## src/hdl/stlt_pkg.sv

```systemverilog
// ----------------------------------------------------------------------------
// Stereo tremolo package
// Operation codes, register indexes, fixed widths and scale constants, and the
// command and status bundles between the controller and the datapath.
// ----------------------------------------------------------------------------
package stlt_pkg;

  localparam int OpW        = 2;
  localparam int EntryIdxW  = 10;
  localparam int EntryValW  = 16;
  localparam int CfgIdxW    = 2;
  localparam int CfgDataW   = 14;
  localparam int DepthW     = 11;
  localparam int SpeedW     = 14;
  localparam int OffsetW    = 10;
  localparam int FracW      = 16;

  typedef enum logic [OpW-1:0] {
    OP_SAMPLE  = 2'd0,
    OP_WRITE   = 2'd1,
    OP_RESTART = 2'd2
  } op_e;

  typedef enum logic [CfgIdxW-1:0] {
    REG_DEPTH  = 2'd0,
    REG_SPEED  = 2'd1,
    REG_OFFSET = 2'd2
  } reg_e;

  localparam logic [DepthW-1:0]  DepthReset  = 11'd1000;
  localparam logic [SpeedW-1:0]  SpeedReset  = 14'd1666;
  localparam logic [OffsetW-1:0] OffsetReset = 10'd540;

  localparam int unsigned DepthScale = 1000;
  localparam int unsigned SpeedScale = 10000;
  localparam int unsigned HalfTurn   = 360;
  localparam int unsigned Unity      = 32768;
  localparam int          UnityShift = 15;
  localparam int unsigned FracOne    = 65536;

  localparam int unsigned FullScale  = Unity * DepthScale;
  localparam int          GainW      = $clog2(FullScale + 1);
  localparam int          AttenW     = EntryValW + DepthW;

  localparam int unsigned StepScale  = FracOne * HalfTurn;
  localparam int          StepCycles = 1;
  localparam int          StepCntW   = $clog2(StepCycles + 1);

  typedef struct packed {
    logic sample_go;
    logic table_wr;
    logic restart;
    logic mul_en;
    logic gain_en;
    logic scale_en;
    logic out_load;
    logic step_en;
  } stlt_cmd_t;

  typedef struct packed {
    logic speed_wr;
    logic off_busy;
  } stlt_status_t;

endpackage

```

## src/hdl/stlt_ctrl.sv

```systemverilog
// ----------------------------------------------------------------------------
// Stereo tremolo controller
// Sequences one sample pair through read, attenuate, gain and scale steps,
// owns the result valid flag and paces the phase step recompute.
// ----------------------------------------------------------------------------
module stlt_ctrl import stlt_pkg::*; (
  input  logic           clk_i,
  input  logic           rst_ni,
  input  logic           in_valid_i,
  input  logic [OpW-1:0] in_op_i,
  output logic           in_ready_o,
  output logic           out_valid_o,
  input  logic           out_ready_i,
  input  stlt_status_t   status_i,
  output stlt_cmd_t      cmd_o
);

  typedef enum logic [2:0] {
    S_IDLE,
    S_READ,
    S_GAIN,
    S_SCALE,
    S_DONE
  } state_e;

  state_e               state_q;
  logic                 out_valid_q;
  logic [StepCntW-1:0]  step_cnt_q;
  logic                 accept;

  assign in_ready_o = (state_q == S_IDLE) && (step_cnt_q == '0) && !status_i.off_busy;
  assign accept     = in_valid_i && in_ready_o;

  assign cmd_o.sample_go = accept && (in_op_i == OP_SAMPLE);
  assign cmd_o.table_wr  = accept && (in_op_i == OP_WRITE);
  assign cmd_o.restart   = accept && (in_op_i == OP_RESTART);
  assign cmd_o.mul_en    = (state_q == S_READ);
  assign cmd_o.gain_en   = (state_q == S_GAIN);
  assign cmd_o.scale_en  = (state_q == S_SCALE);
  assign cmd_o.out_load  = (state_q == S_DONE) && (!out_valid_q || out_ready_i);
  assign cmd_o.step_en   = (step_cnt_q != '0);

  assign out_valid_o = out_valid_q;

  always_ff @(posedge clk_i or negedge rst_ni) begin
    if (!rst_ni) begin
      state_q     <= S_IDLE;
      out_valid_q <= 1'b0;
      step_cnt_q  <= '0;
    end else begin
      // recompute the phase step on every speed write
      if (status_i.speed_wr) begin
        step_cnt_q <= StepCntW'(StepCycles);
      end else if (step_cnt_q != '0) begin
        step_cnt_q <= step_cnt_q - 1'b1;
      end

      if (cmd_o.out_load) begin
        out_valid_q <= 1'b1;
      end else if (out_valid_q && out_ready_i) begin
        out_valid_q <= 1'b0;
      end

      case (state_q)
        S_IDLE: begin
          if (cmd_o.sample_go) begin
            state_q <= S_READ;
          end
        end
        S_READ:  state_q <= S_GAIN;
        S_GAIN:  state_q <= S_SCALE;
        S_SCALE: state_q <= S_DONE;
        S_DONE: begin
          // hold until the output register is free
          if (cmd_o.out_load) begin
            state_q <= S_IDLE;
          end
        end
        default: state_q <= S_IDLE;
      endcase
    end
  end

endmodule

```

## config.mk

```make
export PLATFORM = sky130hd
export DESIGN_NAME = stlt_ctrl
export DESIGN_NICKNAME = d
export VERILOG_FILES = /design/src/hdl/stlt_pkg.sv /design/src/hdl/stlt_ctrl.sv
export SDC_FILE = /design/constraint.sdc
export NUM_CORES = 1
export LEC_CHECK = 0
export BUFFER_PORTS_ARGS = -buffer_cell sky130_fd_sc_hd__buf_2
export CAP_MARGIN = 0
export CORE_AREA = 2 2 39 41
export DETAILED_ROUTE_END_ITERATION = 6
export DIE_AREA = 0 0 41 43
export SYNTH_ARGS = -nofsm -noshare
export SYNTH_HDL_FRONTEND = slang
export SYNTH_SLANG_ARGS = --single-unit
```

## constraint.sdc

```tcl
create_clock -name clk_i -period 1.7 [get_ports clk_i]
set_input_delay 0.34 -clock clk_i [delete_from_list [all_inputs] [get_ports clk_i]]
set_output_delay 0.34 -clock clk_i [all_outputs]
set_load 0.1 [all_outputs]
```

Word level (Yosys, flattened, before mapping)
Index checks and enable logic that the tools add are counted.
- input port bits: 8
- flip-flop bits (word level): 5
- output and inout bits: 10
- reduce and logical (&&, ||, !) cells: 15
- equal/unequal tests: 8
- add/sub/neg operators: 1
- bitwise operators: 1
- mux-type cells: 7
- operator list (cell ; number):
    $pmux 3 s5 ; 1
    $logic_and 1x1->1 ; 8
    $eq 3x2->1 const B ; 2
    $mux 3 ; 2
    $mux 1 ; 4
    $ne 2x2->1 const B ; 2
    $eq 3x1->1 const B ; 1
    $eq 3x3->1 const B ; 1
    $logic_not 3->1 ; 1
    $eq 2x1->1 const B ; 1
    $eq 2x2->1 const B ; 1
    $logic_not 1->1 ; 2
    $logic_not 2->1 ; 1
    $reduce_and 2->1 ; 1
    $reduce_bool 2->1 ; 1
    $logic_or 1x1->1 ; 1
    $not 1->1 ; 1
    $sub 1x1->1 const B ; 1

Longest topological paths before layout
Gate-level depths: netlist (run 1).
- word-level depth: 7
- depth in mapped cells: 3
- depth with buffers taken out: 2

Worst setup path before layout (run 1)
OpenSTA, ideal clock, no wires.
- kind: reg-to-output
- from: register state_q[2]
- to: output cmd_o[6] (netlist name)
- cell stages (with the launch flop): 3
- data arrival time: 3.080 ns
- buffers on the path: 0
- slack: -1.720 ns
- path through: dfrtp_1 -> or4_4 -> nor3_1
- RTL lines (item ; line ; RTL):
    start, declared ; stlt_ctrl.sv:26 ; state_e state_q;
    start signal, assigned ; stlt_ctrl.sv:47 ; state_q <= S_IDLE;
    start signal, assigned ; stlt_ctrl.sv:67 ; state_q <= S_READ;
    start signal, assigned ; stlt_ctrl.sv:70 ; S_READ: state_q <= S_GAIN;
    end, declared ; stlt_ctrl.sv:15 ; output stlt_cmd_t cmd_o

==> flow_metrics.env, run 1 <==
export IMPL_first_pass_iters=1
export IMPL_timing_rr_start="state_q[0]$_DFFE_PN0P_"
export IMPL_violations="setup timing"
export IMPL_max_stage_delay_ns=0.40
export IMPL_portBuffers=17
export IMPL_grtUsageMet2_pct=15.9
export IMPL_crit_type="reg2out"
export IMPL_critPathRequiredTime_ns=1.36
export IMPL_clock_fmax_mhz=494
export IMPL_cts_tree="yes"
export IMPL_critPathSlowestCell="or3b_4"
export IMPL_grtUsageMet1_pct=12.2
export IMPL_yosysSeqAreaShare_pct=44.4
export IMPL_rows=14
export IMPL_grt_pass1_vias=307
export IMPL_syn_area_per_cell_um2=10.8
export IMPL_end_kind="output pin"
export IMPL_critPathMaxFanout=5
export IMPL_cts_root_buffer="clkbuf_4"
export IMPL_path_common_cell="buf_6"
export IMPL_dp_slack_ns=-0.118
export IMPL_via_count=310
export IMPL_setup_tns_ns=-1.59
export IMPL_io_pins=18
export IMPL_grt_pass1_wl_mm=1.26
export IMPL_crit_family="simple AND/OR/NAND/NOR gates"
export IMPL_min_period_ns=2.02
export IMPL_drt_initial_drc_count=0
export IMPL_routed_wl_um=778
export IMPL_cap_violations=0
export IMPL_setup_violations=7
export IMPL_ys_types=16
export IMPL_cp_cell_sequence="buf_4 > buf_6 > buf_6 > or3b_4 > nor2b_4 > buf_12"
export IMPL_nets=64
export IMPL_clk_pin_slew_ns=0.04
export IMPL_finalCritPeriodShare_pct=119
export IMPL_min_delay_start="status_i[1]"
export IMPL_fin_skew_ns=0.00410
export IMPL_grt_antenna_before_repair=0
export IMPL_r2r_setup_slack_ns=0.37
export IMPL_drc=0
export IMPL_fillCellCount=136
export IMPL_leakage_nw=0.302
export IMPL_startpoint_type="flip-flop"
export IMPL_rsz0062_at_grt="yes"
export IMPL_placed_cell_area_um2=571
export IMPL_place_detailed_hpwl_um=587
export IMPL_syn_area_um2=282
export IMPL_drive_above_1_share_pct=74.5
export IMPL_synth_nets=34
export IMPL_initial_core_util_pct=20.3
export IMPL_grt_max_degree=9
export IMPL_grt_use_total_pct=10.8
export IMPL_slew_headroom_pct=67.9
export IMPL_crit_path_start="state_q[0]$_DFFE_PN0P_"
export IMPL_wl_per_cell_um=11.0
export IMPL_mostFrequentLayoutCells="buf_2, buf_12, buf_4, dfrtp_1, clkbuf_4"
export IMPL_ys_warn_count=0
export IMPL_gp_congestion=0.725
export IMPL_clock_sinks=5
export IMPL_syn_to_final_growth_pct=136
export IMPL_peakVddDrop_mv=1.03
export IMPL_use_met3_pct=5.24
export IMPL_via_per_inst=4.37
export IMPL_holdCritPathClass="in2reg"
export IMPL_fin_area_um2=663
export IMPL_final_common_cell="buf_2"
export IMPL_antenna_left=0
export IMPL_worstPathArrival_ns=1.68
export IMPL_hold_viol=0
export IMPL_p_total_w=0.00128
export IMPL_cts_buffers=3
export IMPL_worst_slew_pin_slew_ns=0.484
export IMPL_slew_violations=0
export IMPL_setup_slack_ns=-0.322
export IMPL_h_tree_depth=1
export IMPL_synth_seq_cells=5
export IMPL_critical_path_buf_inv_count=4
export IMPL_p_per_area_nw_per_um2=1930
export IMPL_die_w_um=41
export IMPL_dieArea_um2=1760
export IMPL_synthCells=26
export IMPL_insertion_delay_ns=0.24
export IMPL_design_core_area_um2=1380
export IMPL_cts_max_path_buffers=2
export IMPL_gr_max_usage_layer="met2"
export IMPL_overflow=0
export IMPL_die_y_um=43
export IMPL_status="finished with violations"
export IMPL_n_antenna_cell=0
[sequential cells by signal (all words and copies together), names as in the netlist]
signal	cells
out_valid_o	1
state_q	3
step_cnt_q	1
[worst reg2reg max path, delay by kind of cell (launching register included)]
kind / cells / cell delay (ns)
DFF: 1 / 0.37
buffers and inverters: 3 / 0.35
and+or+nand+nor: 1 / 0.40
AOI/OAI and AO/OA: 1 / 0.13
[stage by stage]
stage	hold slack, ns	std cells	utilization, %
after floorplan	0.0444	26	-
after global placement	0.157	61	41.2
after detailed placement	0.161	61	41.2
after CTS	0.198	71	47.1
after global routing	0.189	71	47.9
final	0.209	71	47.9
[final timing paths]
kind                            cells after the start                 endpoint
worst max-delay path                                6                 cmd_o[1]
worst max register to register                      5   state_q[2]$_DFFE_PN0P_
worst min register to register                      2  out_valid_o$_DFFE_PN0P_
min in group asynchronous                           2  out_valid_o$_DFFE_PN0P_
worst min-delay path                                1     step_cnt_q$_DFF_PN0_
max in group asynchronous                           2  out_valid_o$_DFFE_PN0P_
[cell type report]
type                       instances  area [µm²]  share of cell area (%)
clock buffer                       4        26.3                    3.96
multi-input combinational         19         200                    30.2
sequential                         5         126                    19.1
tap                               16        20.0                    3.02
timing repair buffer              27         290                    43.8
[timing repair]
action | CTS | global route
endpoints found under the setup margin | 5 | 8
resized for setup | 2 | 2
pin swaps | 4 | 1
setup buffers | 5 | 0
cloned | 0 | 0
endpoints found under the hold margin | 5 | 0
hold buffers | 1 | 0
[per-layer routing]
layer	up-vias	wire, µm
li1	148	-
met1	144	312
met3	0	67
met4	0	0
met5	-	0
met2	18	398
[power by group]
part           switching [W]  internal [W]
Combinational       0.000604      0.000362
Clock              0.0000456     0.0000885
Sequential         0.0000198      0.000162
Total               0.000669      0.000613
[cells by family after synthesis]
| group | share of synthesized area (%) |
|---|---|
| compound gates | 5.33 |
| xor+xnor | 3.11 |
| buf+inv | 4.44 |
| flops | 44.4 |
| simple gates | 42.7 |
[synthesized netlist by cell type]
cell type / count / area share (%)
and3b_2: 1 / 3.6
buf_2: 1 / 1.8
buf_4: 1 / 2.7
dfrtp_1: 5 / 44
nand2_1: 2 / 2.7
nand2b_1: 1 / 2.2
nand3b_1: 1 / 2.7
nor2_1: 2 / 2.7
nor2b_1: 1 / 2.2
nor3_1: 2 / 3.6
nor3b_1: 2 / 5.3
nor4_4: 1 / 7.6
o21bai_1: 2 / 5.3
or3b_2: 2 / 6.2
or4_4: 1 / 4.0
xnor2_1: 1 / 3.1
Note: power is estimated with default switching activity, not from simulation.
==> inputs of run 2 (changes only) <==
Settings changed: MAX_ROUTING_LAYER set to met4.
==> flow_metrics.env, run 2 (synthesis results as in run 1) <==
export IMPL_worst_slew_pin_slew_ns=0.484
export IMPL_finalCritPeriodShare_pct=119
export IMPL_largest_reg_flops=3
export IMPL_place_detailed_hpwl_um=587
export IMPL_via_count=310
export IMPL_setup_violations=7
export IMPL_fin_skew_ns=0.00410
export IMPL_min_delay_start="status_i[1]"
export IMPL_cts_buffers=3
export IMPL_grt_pass1_wl_mm=1.26
export IMPL_slew_headroom_pct=67.9
export IMPL_n_antenna_cell=0
export IMPL_status="finished with violations"
export IMPL_routed_wl_um=782
export IMPL_insertion_delay_ns=0.24
export IMPL_gp_congestion=0.734
export IMPL_syn_to_final_growth_pct=136
export IMPL_top_register="state_q"
export IMPL_critPathMaxFanout=5
export IMPL_grt_antenna_before_repair=0
export IMPL_mostFrequentLayoutCells="buf_2, buf_12, buf_4, dfrtp_1, clkbuf_4"
export IMPL_cts_root_buffer="clkbuf_4"
export IMPL_wl_per_cell_um=11.0
export IMPL_cts_tree="yes"
export IMPL_critPathRequiredTime_ns=1.36
export IMPL_worstPathArrival_ns=1.68
export IMPL_setup_slack_ns=-0.323
export IMPL_min_to="step_cnt_q$_DFF_PN0_"
export IMPL_hold_viol=0
export IMPL_grt_max_degree=9
export IMPL_swShare_pct=52.2
export IMPL_fin_area_um2=663
export IMPL_nets=64
export IMPL_antenna_left=0
export IMPL_min_period_ns=2.02
export IMPL_clock_sinks=5
export IMPL_drt_initial_drc_count=0
export IMPL_holdCritPathClass="in2reg"
export IMPL_h_tree_depth=1
export IMPL_die_w_um=41
export IMPL_end_kind="output pin"
export IMPL_initial_core_util_pct=20.3
export IMPL_internal_power_w=0.000613
export IMPL_first_pass_iters=1
export IMPL_peakVddDrop_mv=1.03
export IMPL_portBuffers=17
export IMPL_design_core_area_um2=1380
export IMPL_clock_fmax_mhz=494
export IMPL_leakage_nw=0.302
export IMPL_p_per_area_nw_per_um2=1930
export IMPL_combPwrFrac_pct=75.3
export IMPL_pwr_share_seq_pct=14.2
export IMPL_grt_use_total_pct=11.1
export IMPL_reg2reg_depth=5
export IMPL_cap_violations=0
export IMPL_rsz0062_at_grt="yes"
export IMPL_r2r_end="state_q[2]$_DFFE_PN0P_"
export IMPL_power_switching_w=0.000669
export IMPL_die_y_um=43
export IMPL_grt_pass1_vias=306
export IMPL_clock_power_share_pct=10.5
export IMPL_dp_slack_ns=-0.118
export IMPL_slew_violations=0
export IMPL_placed_cell_area_um2=571
export IMPL_drc=0
export IMPL_io_pins=18
export IMPL_final_common_cell="buf_2"
export IMPL_r2r_setup_slack_ns=0.37
export IMPL_dieArea_um2=1760
export IMPL_hold_path_depth=1
export IMPL_violations="setup timing"
export IMPL_crit_type="reg2out"
export IMPL_timing_rr_start="state_q[0]$_DFFE_PN0P_"
export IMPL_startpoint_type="flip-flop"
export IMPL_drive_above_1_share_pct=74.5
export IMPL_cts_max_path_buffers=2
export IMPL_overflow=0
export IMPL_rows=14
export IMPL_clk_pin_slew_ns=0.04
export IMPL_via_per_inst=4.37
run 2: cell counts in the layout (fill, tap and decap cells not counted):
Identical to the previous run, type by type.
run 2: repair_timing:
item / CTS / global route
pin swaps: 4 / 1
gates resized for setup: 2 / 2
endpoints found under the hold margin: 5 / 0
cloned: 0 / 0
endpoints found under the setup margin: 5 / 8
setup buffers: 5 / 0
hold buffers: 1 / 0
run 2: stage by stage:
stage	utilization [%]	power [W]	setup TNS, ns	std cells	hold slack, ns
floorplan	-	0.000795	-3.20	26	0.0444
global placement	41.2	0.00106	-0.135	61	0.157
detailed placement	41.2	0.00106	-0.168	61	0.161
CTS	47.1	0.00127	-1.80	71	0.198
global route	47.9	0.00135	-2.01	71	0.189
finish	47.9	0.00128	-1.59	71	0.209
run 2: layout make-up:
type	instances	area [µm²]
clock buffers	4	26.3
fillers	136	721
flip-flops and latches	5	126
multi-input cells	19	200
well taps	16	20.0
repair buffers	27	290
run 2: how the worst max path moves through the flow:
stage	cells after the start	startpoint	slack, ns	end
2_1_floorplan	2	state_q[2]$_DFFE_PN0P_	-0.73	cmd_o[5]
3_3_place_gp	3	state_q[2]$_DFFE_PN0P_	-0.09	cmd_o[5]
3_5_place_dp	3	state_q[2]$_DFFE_PN0P_	-0.12	cmd_o[5]
4_1_cts	3	state_q[0]$_DFFE_PN0P_	-0.37	cmd_o[5]
5_1_grt	6	state_q[0]$_DFFE_PN0P_	-0.39	cmd_o[1]
6_report	6	state_q[0]$_DFFE_PN0P_	-0.32	cmd_o[1]
run 2: critical path, cell delays in order (launching register included):
cell	delay [ns]
dfrtp_1	0.37
buf_4	0.14
buf_6	0.10
buf_6	0.11
or3b_4	0.40
nor2b_4	0.14
buf_12	0.18
run 2: routing by layer:
metal,wire length (µm),up-vias,GRT usage [%]
met2,394,18,15.9
met5,0,-,-
met3,67,0,5.24
met4,0,0,6.00
met1,320,144,12.2
li1,-,148,-
run 2: power by group through the flow:
stage	combinational, W	sequential (W)	clock (W)
after floorplan	0.000532	0.000263	0
after global placement	0.000876	0.000181	0
after detailed placement	0.000881	0.000184	0
after CTS	0.000946	0.000183	0.000144
after global routing	0.00101	0.000185	0.000154
final	0.000966	0.000182	0.000134
